### src/rtl/core/i2c_cds_pkg.sv
// Types, constants and sequencer program for the bus clock divider search.
`timescale 1ns / 1ps

package i2c_cds_pkg;

	localparam int unsigned DATA_W   = 32;
	localparam int unsigned MANT_W   = 4;
	localparam int unsigned EXP_W    = 3;
	localparam int unsigned CWORD_W  = MANT_W + EXP_W;
	localparam int unsigned DVSR_W   = 8;
	localparam int unsigned STEP_W   = 3;
	localparam int unsigned BITCNT_W = 5;
	localparam int unsigned ADDR_W   = 3;

	localparam logic [DATA_W-1:0]   CLOCK_RESET_HZ = 32'd24000000;
	localparam logic [MANT_W-1:0]   DEFAULT_MANT   = 4'd5;
	localparam logic [EXP_W-1:0]    DEFAULT_EXP    = 3'd0;
	localparam logic [DVSR_W-1:0]   BASE_DIVISOR   = 8'd10;
	localparam logic [BITCNT_W-1:0] LAST_BIT       = 5'd31;

	// register byte address bit 2 upwards selects the register
	localparam logic REG_PCLK = 1'b0;

	localparam logic [STEP_W-1:0] STEP_IDLE    = 3'd0;
	localparam logic [STEP_W-1:0] STEP_LOAD    = 3'd1;
	localparam logic [STEP_W-1:0] STEP_DIV     = 3'd2;
	localparam logic [STEP_W-1:0] STEP_CMP     = 3'd3;
	localparam logic [STEP_W-1:0] STEP_LOADDEF = 3'd4;
	localparam logic [STEP_W-1:0] STEP_DIVDEF  = 3'd5;
	localparam logic [STEP_W-1:0] STEP_FIN     = 3'd6;
	localparam logic [STEP_W-1:0] STEP_EMIT    = 3'd7;

	typedef enum logic [2:0] {
		OP_INIT,
		OP_LOAD,
		OP_DIV,
		OP_CMP,
		OP_LOADDEF,
		OP_FIN,
		OP_EMIT
	} uop_t;

	typedef enum logic [2:0] {
		JC_NEVER,
		JC_NO_IN,
		JC_DIV_BUSY,
		JC_MORE_PAIRS,
		JC_HAVE,
		JC_OUT_BLOCKED
	} jcond_t;

	typedef struct packed {
		uop_t              op;
		jcond_t            cond;
		logic [STEP_W-1:0] target;
	} ucode_t;

	function automatic ucode_t ucode_rom(input logic [STEP_W-1:0] step);
		ucode_t w;
		case (step)
			STEP_IDLE:    w = '{op: OP_INIT,    cond: JC_NO_IN,       target: STEP_IDLE};
			STEP_LOAD:    w = '{op: OP_LOAD,    cond: JC_NEVER,       target: STEP_IDLE};
			STEP_DIV:     w = '{op: OP_DIV,     cond: JC_DIV_BUSY,    target: STEP_DIV};
			STEP_CMP:     w = '{op: OP_CMP,     cond: JC_MORE_PAIRS,  target: STEP_LOAD};
			STEP_LOADDEF: w = '{op: OP_LOADDEF, cond: JC_HAVE,        target: STEP_FIN};
			STEP_DIVDEF:  w = '{op: OP_DIV,     cond: JC_DIV_BUSY,    target: STEP_DIVDEF};
			STEP_FIN:     w = '{op: OP_FIN,     cond: JC_NEVER,       target: STEP_IDLE};
			STEP_EMIT:    w = '{op: OP_EMIT,    cond: JC_OUT_BLOCKED, target: STEP_EMIT};
			default:      w = '{op: OP_INIT,    cond: JC_NEVER,       target: STEP_IDLE};
		endcase
		return w;
	endfunction

endpackage

### src/rtl/core/i2c_clock_divider_search_top.sv
// Bus clock divider search: microcoded sequencer around a shared bit-serial divider.
//
//  channel   signals                           direction  beat
//  in        in_valid/in_stall, wanted_rate_hz  to block   one wanted rate
//  out       out_valid/out_stall, result fields from block one divider choice
//  cfg       psel/penable/pwrite/paddr/pwdata   to block   peripheral_clock_hz
//
// When no pair qualifies, a further divide computes the rate of the default pair.
// Each candidate costs one load, a restoring division over all 32 quotient bits
// and one compare; the divider is the single shared unit.
// One item at a time; in_stall is high while the sequencer is busy.
// Result sits in an output register; the next item is taken while it waits.
// Reset restores peripheral_clock_hz to 24 MHz and empties the output register.
`timescale 1ns / 1ps

module i2c_clock_divider_search_top
	import i2c_cds_pkg::*;
#(
	parameter int unsigned MANTISSA_STEPS = 16,
	parameter int unsigned EXPONENT_STEPS = 8
) (
	input  logic               clk,
	input  logic               arst_n,
	input  logic               psel,
	input  logic               penable,
	input  logic               pwrite,
	input  logic [ADDR_W-1:0]  paddr,
	input  logic [DATA_W-1:0]  pwdata,
	output logic [DATA_W-1:0]  prdata,
	output logic               pready,
	input  logic               in_valid,
	output logic               in_stall,
	input  logic [DATA_W-1:0]  wanted_rate_hz,
	output logic               out_valid,
	input  logic               out_stall,
	output logic [MANT_W-1:0]  mantissa,
	output logic [EXP_W-1:0]   exponent,
	output logic [DATA_W-1:0]  achieved_hz,
	output logic               found,
	output logic [CWORD_W-1:0] control_word
);

	localparam logic [MANT_W-1:0] MANT_LAST = MANT_W'(MANTISSA_STEPS - 1);
	localparam logic [EXP_W-1:0]  EXP_LAST  = EXP_W'(EXPONENT_STEPS - 1);

	logic [STEP_W-1:0]   step_q;
	logic [DATA_W-1:0]   pclk_q;
	logic                have_q;
	logic [MANT_W-1:0]   m_q;
	logic [EXP_W-1:0]    n_q;
	logic [BITCNT_W-1:0] cnt_q;
	logic                out_valid_q;

	logic [DATA_W-1:0]   rate_q;
	logic [DATA_W-1:0]   quo_q;
	logic [DVSR_W-1:0]   rem_q;
	logic [DVSR_W-1:0]   dvsr_q;
	logic [DATA_W-1:0]   best_q;
	logic [MANT_W-1:0]   bm_q;
	logic [EXP_W-1:0]    bn_q;
	logic [DATA_W-1:0]   bf_q;
	logic [MANT_W-1:0]   mant_q;
	logic [EXP_W-1:0]    exp_q;
	logic [DATA_W-1:0]   ach_q;
	logic                found_q;

	ucode_t              uw;
	logic                jump;
	logic                in_acc;
	logic                last_pair;
	logic                out_blocked;
	logic                cfg_wr;
	logic [DVSR_W:0]     trial;
	logic                trial_ge;
	logic [DATA_W-1:0]   diff;
	logic                better;
	logic [DVSR_W-1:0]   cand_dvsr;

	assign uw          = ucode_rom(step_q);
	assign in_stall    = (step_q != STEP_IDLE);
	assign in_acc      = in_valid && !in_stall;
	assign last_pair   = (m_q == MANT_LAST) && (n_q == EXP_LAST);
	assign out_blocked = out_valid_q && out_stall;

	always_comb begin
		case (uw.cond)
			JC_NEVER:       jump = 1'b0;
			JC_NO_IN:       jump = !in_valid;
			JC_DIV_BUSY:    jump = (cnt_q != LAST_BIT);
			JC_MORE_PAIRS:  jump = !last_pair;
			JC_HAVE:        jump = have_q;
			JC_OUT_BLOCKED: jump = out_blocked;
			default:        jump = 1'b0;
		endcase
	end

	// restoring divider, one quotient bit per cycle
	assign trial     = {rem_q, quo_q[DATA_W-1]};
	assign trial_ge  = (trial >= {1'b0, dvsr_q});
	assign diff      = rate_q - quo_q;
	assign better    = (quo_q <= rate_q) && (!have_q || (diff < best_q));
	assign cand_dvsr = DVSR_W'(({4'd0, m_q} + 8'd1) * BASE_DIVISOR);

	assign cfg_wr = psel && penable && pwrite && (paddr[ADDR_W-1] == REG_PCLK);
	assign pready = 1'b1;
	assign prdata = (paddr[ADDR_W-1] == REG_PCLK) ? pclk_q : '0;

	always_ff @(posedge clk or negedge arst_n) begin
		if (!arst_n) begin
			step_q      <= STEP_IDLE;
			pclk_q      <= CLOCK_RESET_HZ;
			have_q      <= 1'b0;
			m_q         <= '0;
			n_q         <= '0;
			cnt_q       <= '0;
			out_valid_q <= 1'b0;
		end else begin
			if (cfg_wr) begin
				pclk_q <= pwdata;
			end
			step_q <= jump ? uw.target : step_q + STEP_W'(1);
			if ((uw.op == OP_EMIT) && !out_blocked) begin
				out_valid_q <= 1'b1;
			end else if (out_valid_q && !out_stall) begin
				out_valid_q <= 1'b0;
			end
			case (uw.op)
				OP_INIT: begin
					if (in_valid) begin
						have_q <= 1'b0;
						m_q    <= '0;
						n_q    <= '0;
					end
				end
				OP_LOAD:    cnt_q <= '0;
				OP_LOADDEF: cnt_q <= '0;
				OP_DIV:     cnt_q <= cnt_q + BITCNT_W'(1);
				OP_CMP: begin
					if (better) begin
						have_q <= 1'b1;
					end
					if (m_q == MANT_LAST) begin
						m_q <= '0;
						n_q <= n_q + EXP_W'(1);
					end else begin
						m_q <= m_q + MANT_W'(1);
					end
				end
				default: ;
			endcase
		end
	end

	always_ff @(posedge clk) begin
		case (uw.op)
			OP_INIT: begin
				if (in_acc) begin
					rate_q <= wanted_rate_hz;
				end
			end
			OP_LOAD: begin
				quo_q  <= pclk_q >> n_q;
				rem_q  <= '0;
				dvsr_q <= cand_dvsr;
			end
			OP_LOADDEF: begin
				quo_q  <= pclk_q >> DEFAULT_EXP;
				rem_q  <= '0;
				dvsr_q <= DVSR_W'(({4'd0, DEFAULT_MANT} + 8'd1) * BASE_DIVISOR);
			end
			OP_DIV: begin
				quo_q <= {quo_q[DATA_W-2:0], trial_ge};
				rem_q <= trial_ge ? DVSR_W'(trial - {1'b0, dvsr_q}) : trial[DVSR_W-1:0];
			end
			OP_CMP: begin
				if (better) begin
					best_q <= diff;
					bm_q   <= m_q;
					bn_q   <= n_q;
					bf_q   <= quo_q;
				end
			end
			OP_FIN: begin
				if (!have_q) begin
					bm_q <= DEFAULT_MANT;
					bn_q <= DEFAULT_EXP;
					bf_q <= quo_q;
				end
			end
			OP_EMIT: begin
				if (!out_blocked) begin
					mant_q  <= bm_q;
					exp_q   <= bn_q;
					ach_q   <= bf_q;
					found_q <= have_q;
				end
			end
			default: ;
		endcase
	end

	assign out_valid    = out_valid_q;
	assign mantissa     = mant_q;
	assign exponent     = exp_q;
	assign achieved_hz  = ach_q;
	assign found        = found_q;
	assign control_word = {mant_q, exp_q};

`ifndef SYNTHESIS
	a_accept_starts: assert property (@(posedge clk) disable iff (!arst_n)
		in_acc |=> (step_q == STEP_LOAD))
		else $error("accepted beat did not start the search");

	a_default_pair: assert property (@(posedge clk) disable iff (!arst_n)
		(out_valid && !found) |-> (mantissa == DEFAULT_MANT && exponent == DEFAULT_EXP))
		else $error("no-match result lacks default pair");

	a_best_at_or_below: assert property (@(posedge clk) disable iff (!arst_n)
		(have_q && (step_q == STEP_FIN)) |-> (bf_q <= rate_q))
		else $error("chosen rate above wanted rate");

	a_rem_bound: assert property (@(posedge clk) disable iff (!arst_n)
		(uw.op == OP_DIV) |-> (rem_q < dvsr_q))
		else $error("divider remainder out of range");

	a_emit_once: assert property (@(posedge clk) disable iff (!arst_n)
		((step_q == STEP_EMIT) && !out_blocked) |=> (out_valid && step_q == STEP_IDLE))
		else $error("result not presented after search");
`endif

endmodule
### config.mk
export PLATFORM = sky130hd
export DESIGN_NAME = i2c_clock_divider_search_top
export DESIGN_NICKNAME = d
export VERILOG_FILES = /design/src/rtl/core/i2c_cds_pkg.sv /design/src/rtl/core/i2c_clock_divider_search_top.sv
export SDC_FILE = /design/constraint.sdc
export NUM_CORES = 1
export LEC_CHECK = 0
export BUFFER_PORTS_ARGS = -buffer_cell sky130_fd_sc_hd__buf_2
export CAP_MARGIN = 20
export CORE_ASPECT_RATIO = 1.4
export CORE_MARGIN = 2
export CORE_UTILIZATION = 45
export CTS_CLUSTER_DIAMETER = 80
export DETAILED_ROUTE_END_ITERATION = 7
export GPL_TIMING_DRIVEN = 0
export SLEW_MARGIN = 20
export SYNTH_ARGS = -nofsm -noshare
export SYNTH_HDL_FRONTEND = slang
export SYNTH_SLANG_ARGS = --single-unit
### constraint.sdc
create_clock -name clk -period 20.9 [get_ports clk]
set_input_delay 2.09 -clock clk [delete_from_list [all_inputs] [get_ports clk]]
set_output_delay 2.09 -clock clk [all_outputs]
set_load 0.02 [all_outputs]
==> results.json, run 1 <==
{
  "status": "finished, final reports clean",
  "seq_area_sq_um": 6944,
  "dp_hpwl_um": 23970,
  "tns_ns": 0,
  "die_w_um": 148.0,
  "cts.hold.buffers_added": 0,
  "maxSlewHeadroom_pct": 32.47,
  "worstSetupPathType": "flop to flop",
  "ys_seq_area_share_pct": 53.17,
  "grt_overflow": 0,
  "synth_top_family_by_area": "compound AO/OA/AOI/OAI gates",
  "ir_worst_vdd_v": 0.00007229,
  "io_pins": 156,
  "cp_max_fo": 10,
  "numPortBuffers": 152,
  "rsz0062_at_grt": "no",
  "h-tree-depth": 1,
  "hp-class": "flop to flop",
  "cts_buffer_depth": 3,
  "drive_gt1_share_pct": 22.65,
  "setup_violations": 0,
  "cpMaxStageDelayCell": "a311oi_4",
  "postCtsSetupBuffers": 0,
  "layoutNonFillerInstCount": 1682,
  "netlist_instances": 1098,
  "cts_buffers": 26,
  "die_h_um": 205.6,
  "avgSynthCellArea_sq_um": 11.89,
  "timing.fmax_mhz": 187.8,
  "finalWeightedCongestion": 0.8930,
  "synth_cell_type_count": 69,
  "critical_path_required_ns": 21.16,
  "ys_async_sr_fraction_pct": 20.50,
  "arrival_ns": 5.58,
  "fin_nets": 1450,
  "grt_pass1_wl_um": 48960,
  "clk-insertion-delay-late_ns": 0.55,
  "syn_area_sq_um": 13060,
  "dp_slack_ns": 15.56,
  "leakage_nw": 6.275,
  "yosys_register_bits": 239,
  "ys_warn_count": 0,
  "slowest_delay_ns": 0.54,
  "cts_resized": 0,
  "num_antenna_cells": 0,
  "routed_wl_um": 31030,
  "setup_ws_ns": 15.58,
  "report.final.slew_viol_count": 0,
  "first_pass_iters": 5,
  "wire_per_inst_um": 18.45,
  "tightest_slew_ns": 1.005,
  "dieArea_sq_um": 30420,
  "final_cell_mix": "edfxtp_1, buf_2, inv_1, ha_1, o21ai_0",
  "drtIter0Drc": 657,
  "antenna_found_initial": 0,
  "mostFrequentLayoutCell": "edfxtp_1",
  "viasPerCell": 5.398,
  "grt_max_degree": 34,
  "start_kind": "flop",
  "clk_pin_slew_ns": 0.06,
  "synth_fa_ha_area_share_pct": 8.699,
  "crit_chain": "inv_1, ha_1, a21o_1, a211o_1, o21a_1, a311oi_4, o22a_2, a2111oi_0, a211oi_2, ha_1, a21oi_1, a21oi_1, a211oi_1, a211oi_1, nor3_2, buf_4, buf_4, buf_6",
  "power.density_nw_per_um2": 155.9,
  "layout_min_cycle_time_ns": 5.324,
  "synthFlopType": "edfxtp_1",
  "synth_xor_area_share_pct": 2.347,
  "num-fill-cells": 2551,
  "clock-skew-final_ns": 0.01391,
  "power_w": 0.002388,
  "cts_tree": "yes",
  "worstSetupEndpointType": "flop",
  "synth_compound_area_share_pct": 12.76,
  "ant_nets": 0,
  "rows": 73,
  "hold-worst-slack_ns": 0.4176,
  "grt_use_total_pct": 20.55,
  "drcViolationCount": 0,
  "synth_edf_count": 190,
  "period_share_pct": 25.47,
  "cts.sinks": 239,
  "cap_violations": 0,
  "syn_nets": 1261,
  "grt_pass1_vias": 8963,
  "multi_input_area_sq_um": 5562,
  "syn_to_final_growth_pct": 17.27,
  "core_area_sq_um": 28500,
  "synth-simple-area-share_pct": 8.881,
  "place_inst": 1634,
  "vias": 9079,
  "initial_core_util_pct": 45.83,
  "hold_violations": 0,
  "cts_root_buf": "clkbuf_16",
  "synthMuxAreaShare_pct": 9.609
}
==> sequential cells by signal, summed over array words and instances, names as in the netlist, 5 cells and up <==
name and flops:
rate_q 32, quo_q 32, cnt_q 5, bf_q 32
achieved_hz 32, dvsr_q 7, best_q 32, pclk_q 32
rem_q 8
==> cells by family (layout without fill, tap and decap cells) <==
logic type | count (synthesis) | count (layout)
compound gates | 252 | 252
xor+xnor | 35 | 35
fa+ha+maj | 89 | 89
buf+inv | 146 | 355
flops | 239 | 239
mux | 106 | 106
other cells | 1 | 1
simple gates | 230 | 230
==> final timing paths <==
kind                       startpoint         endpoint  slack [ns]  depth (start not counted)
max                          quo_q[4]        best_q[2]       15.58                         18
min                          bf_q[24]  achieved_hz[24]        0.42                          0
max reg2reg                  quo_q[4]        best_q[2]       15.58                         18
min reg2reg                  bf_q[24]  achieved_hz[24]        0.42                          0
max in group asynchronous      arst_n        pclk_q[9]       18.79                          2
min in group asynchronous      arst_n        step_q[2]        1.50                          1
==> power by group <==
part           total, W  switching (W)  internal [W]
clock          0.000454       0.000191      0.000263
combinational   0.00108       0.000667      0.000417
sequential     0.000849       0.000102      0.000746
total           0.00239       0.000961       0.00143
==> critical path: cells and delay by family, from the launching register on <==
| family | cells | cell delay (ns) |
|---|---|---|
| flip-flops | 1 | 0.42 |
| AO/OA/AOI/OAI | 11 | 2.67 |
| AND/OR/NAND/NOR | 1 | 0.53 |
| buffers and inverters | 4 | 0.74 |
| adder cells (fa/ha/maj) | 2 | 0.67 |
==> per-stage QoR <==
step	area, sq um	utilization [%]
3_3_place_gp	14290	50.14
5_1_grt	15320	53.75
6_report	15320	53.75
4_1_cts	15320	53.75
3_5_place_dp	14460	50.74
2_1_floorplan	13060	-
==> layer usage <==
metal  global-route usage (%)  up-vias  share of wire (%)
met5                        0        -                  0
met2                    35.17      234                 49
met4                    7.925        0                3.7
met3                    2.129       59                3.9
li1                         -     4446                  -
met1                    26.96     4340                 43
==> synthesized netlist by cell type (11+ instances only) <==
cell type,number,share of area (%)
a21o_1,24,1.4
a21oi_1,56,2.1
a22oi_1,27,1.6
a31oi_1,12,0.57
clkbuf_1,32,0.92
dfrtp_1,39,7.5
edfxtp_1,190,44
ha_1,86,8.2
inv_1,93,2.7
mux2_2,35,3.0
mux2i_1,59,4.5
mux4_2,12,2.1
nand2_1,49,1.4
nand2b_1,11,0.53
nand3_1,15,0.57
nand4_1,18,0.86
nor2_1,56,1.6
nor2b_1,43,2.1
o21ai_0,66,2.5
xnor2_1,25,1.7
==> cell type report <==
cell class              count  share of cell area (%)
repair buffers            161                   5.857
inverters                  93                   2.279
clock inverters            10                  0.4330
flip-flops and latches    239                   45.34
multi-input cells         713                   36.31
well taps                 375                   3.063
clock buffers              38                   5.155
plain buffers              53                   1.560
No activity file was read; power rests on OpenSTA's default activity.
==> run 2: changes to the inputs <==
--- a/config.mk
+++ b/config.mk
@@ -5,6 +5,7 @@
 export SDC_FILE = /design/constraint.sdc
 export NUM_CORES = 1
 export LEC_CHECK = 0
+export ABC_AREA = 1
 export BUFFER_PORTS_ARGS = -buffer_cell sky130_fd_sc_hd__buf_2
 export CAP_MARGIN = 20
 export CORE_ASPECT_RATIO = 1.4
@@ -13,6 +14,7 @@
 export CTS_CLUSTER_DIAMETER = 80
 export DETAILED_ROUTE_END_ITERATION = 7
 export GPL_TIMING_DRIVEN = 0
+export PLACE_DENSITY = 0.67
 export SLEW_MARGIN = 20
 export SYNTH_ARGS = -nofsm -noshare
 export SYNTH_HDL_FRONTEND = slang
==> constraint.sdc (replaced) <==
create_clock -name clk -period 4.69 [get_ports clk]
set_input_delay 0.469 -clock clk [delete_from_list [all_inputs] [get_ports clk]]
set_output_delay 0.469 -clock clk [all_outputs]
set_load 0.02 [all_outputs]
==> run 2 against run 1 <==
Non-clock buffer count down 10. Wire length rose by 3.1%. Cell count up 16%. Largest cell class unchanged. First-iteration DRC count is 8.5% lower. Design area fell by 0.41%. Critical path depth increased by 3. Setup slack worse by 15 ns. Hold slack got worse by 0.31 ns. Die area increased by 0.59%. Register-to-register slack got worse by 15 ns. Sequential power grew to 4.2 times the previous value. Combinational power rose to 4.6 times the previous value.
==> results.json, run 2 <==
{
  "numPortBuffers": 151,
  "core_area_sq_um": 28980,
  "whs_endpoint": "rate_q[20]",
  "hp-start": "wanted_rate_hz[20]",
  "clock-skew-final_ns": 0.02247,
  "yosysMostFrequentCell": "nand2_1",
  "tns_ns": 0,
  "start_kind": "flop",
  "syn_to_final_growth_pct": 16.09,
  "r2r-end": "bf_q[0]",
  "dp_slack_ns": 0.2755,
  "first_pass_iters": 5,
  "ir_worst_vdd_v": 0.0002783,
  "routed_wl_um": 32000,
  "drive_gt1_share_pct": 17.15,
  "maxSlewHeadroom_pct": 52.42,
  "cp_max_fo": 25,
  "leakage_nw": 6.983,
  "antenna_found_initial": 0,
  "tightest_slew_ns": 0.7112,
  "die_w_um": 148.4,
  "ant_nets": 0,
  "ys_async_sr_fraction_pct": 20.50,
  "fin_nets": 1720,
  "status": "finished, final reports clean",
  "num_antenna_cells": 0,
  "cap_violations": 0,
  "vias": 10022,
  "hold_violations": 0,
  "hp-class": "primary input to flop",
  "num-fill-cells": 2659,
  "setup_violations": 0,
  "fin_util_pct": 52.63,
  "grt_overflow": 0,
  "syn_nets": 1538,
  "power_w": 0.01040,
  "arrival_ns": 4.58,
  "synth.top_cells.by_count": "nand2_1, inv_1, edfxtp_1",
  "cts_buffers": 24,
  "rsz0062_at_grt": "no",
  "place_inst": 1910,
  "setup_ws_ns": 0.3948,
  "wire_per_inst_um": 16.37,
  "cts_tree": "yes",
  "cts_root_buf": "clkbuf_16",
  "synth_top_area_share_pct": 43.42,
  "reg2reg_slack_ns": 0.39,
  "drtIter0Drc": 601,
  "holdPathStages": 1,
  "h-tree-depth": 1,
  "drcViolationCount": 0,
  "dp_hpwl_um": 26030,
  "mostFrequentLayoutCell": "nand2_1",
  "synth_area_leaders": "edfxtp_1, ha_1, nand2_1",
  "critical_path_required_ns": 4.98,
  "die_h_um": 206.2,
  "netlist_instances": 1375,
  "initial_core_util_pct": 45.34,
  "rows": 74,
  "grt_use_total_pct": 20.92,
  "power.density_nw_per_um2": 681.8,
  "final_cell_mix": "nand2_1, inv_1, edfxtp_1, buf_2, nor2_1",
  "synth_cell_type_count": 53,
  "avgSynthCellArea_sq_um": 9.556,
  "viasPerCell": 5.129,
  "grt_pass1_wl_um": 49700,
  "synth_edf_count": 190,
  "grt_max_degree": 50,
  "layoutNonFillerInstCount": 1954,
  "layout_min_cycle_time_ns": 4.295,
  "clk_pin_slew_ns": 0.06,
  "multi_input_area_sq_um": 5187,
  "report.final.slew_viol_count": 0,
  "period_share_pct": 91.58,
  "worstSetupPathType": "flop to flop",
  "synthFlopType": "edfxtp_1",
  "dieArea_sq_um": 30600,
  "yosys_register_bits": 239,
  "cts.sinks": 239,
  "worstSetupEndpointType": "flop",
  "ys_warn_count": 0,
  "finalWeightedCongestion": 1.022,
  "syn_area_sq_um": 13140,
  "grt_pass1_vias": 9618,
  "cts_buffer_depth": 3,
  "rr_startpoint": "quo_q[0]",
  "ys_seq_area_share_pct": 52.85,
  "ff2ff_path_depth": 21,
  "clk-insertion-delay-late_ns": 0.54,
  "timing.fmax_mhz": 232.8,
  "synth_top_area_cell": "edfxtp_1",
  "io_pins": 156,
  "seq_area_sq_um": 6944
}
-- run 2: cell types whose count changed after synthesis, sizes merged, moves of 49 or more --
cell,before,now
mux2i,59,8
inv,93,203
nand2,49,277
a21oi,57,106
nor2,56,125
-- run 2: cell families after synthesis --
| logic type | synth area share, % |
|---|---|
| adders and majority gates | 8.647 |
| DFF | 52.85 |
| other | 0.02854 |
| and+or+nand+nor | 15.34 |
| buffers and inverters | 7.933 |
| muxes | 0.6095 |
| AOI/OAI and AO/OA | 12.39 |
| xor gates and xnor gates | 2.200 |
-- run 2: timing repair --
| action | in CTS | in global routing |
|---|---|---|
| hold buffers | 0 | 1 |
| endpoints found under the hold margin | 0 | 12 |
| gates resized for setup | 0 | 3 |
| endpoints found under the setup margin | 0 | 52 |
| buffers inserted | 0 | 0 |
-- run 2: layout make-up --
class                   count  area share [%]
inverters                 203           5.094
flip-flops and latches    239           45.53
well taps                 380           3.117
plain buffers              48           1.755
multi-input cells         885           34.01
repair buffers            156           5.709
clock inverters            13          0.5742
clock buffers              30           4.216
-- run 2: how the worst max path moves through the flow --
stage / start / end / slack [ns] / depth (start not counted)
2_1_floorplan: rate_q[0] / bf_q[0] / 0.10 / 21
3_3_place_gp: quo_q[0] / bf_q[0] / -1.59 / 25
3_5_place_dp: quo_q[0] / best_q[1] / 0.28 / 19
4_1_cts: quo_q[0] / bf_q[22] / 0.27 / 21
5_1_grt: quo_q[0] / bf_q[17] / 0.07 / 26
6_report: quo_q[0] / bf_q[0] / 0.39 / 21
-- run 2: layer usage --
layer  routed length [um]  GRT usage (%)  share of wire, %  vias up
li1                     -              -                 -     5037
met1                12900          24.66                40     4625
met2                16490          38.62                52      289
met3                 1388          2.208               4.3       71
met4                 1212          8.776               3.8        0
met5                    0              0                 0        -
-- run 2: where the power goes --
part | internal, W | switching, W
logic | 0.00172 | 0.00330
clock network | 0.000980 | 0.000803
registers | 0.00332 | 0.000282
-- run 2: through the flow --
step                hold WS [ns]  instance area (sq um)
CTS                      0.08363                  15240
detailed placement        0.4045                  14510
floorplan                 0.1734                  13140
finish                    0.1047                  15250
global route             0.08496                  15250
global placement          0.4022                  14370
-- run 2: worst max-delay path, cell delays in order, from the launching register on --
cell and delay (ns):
edfxtp_1 0.49, ha_1 0.25, inv_1 0.06, fa_1 0.40
nand3_1 0.09, nand2_1 0.11, a21oi_1 0.31, o21ai_2 0.17
nand3_1 0.10, nand2_1 0.09, xor2_1 0.17, ha_1 0.28
nand2_1 0.06, nor2_1 0.18, nand4_1 0.18, a21oi_1 0.22
nor2_1 0.06, nand2_1 0.12, nand2_1 0.08, nand2_2 0.18
o21ai_4 0.21, buf_16 0.24
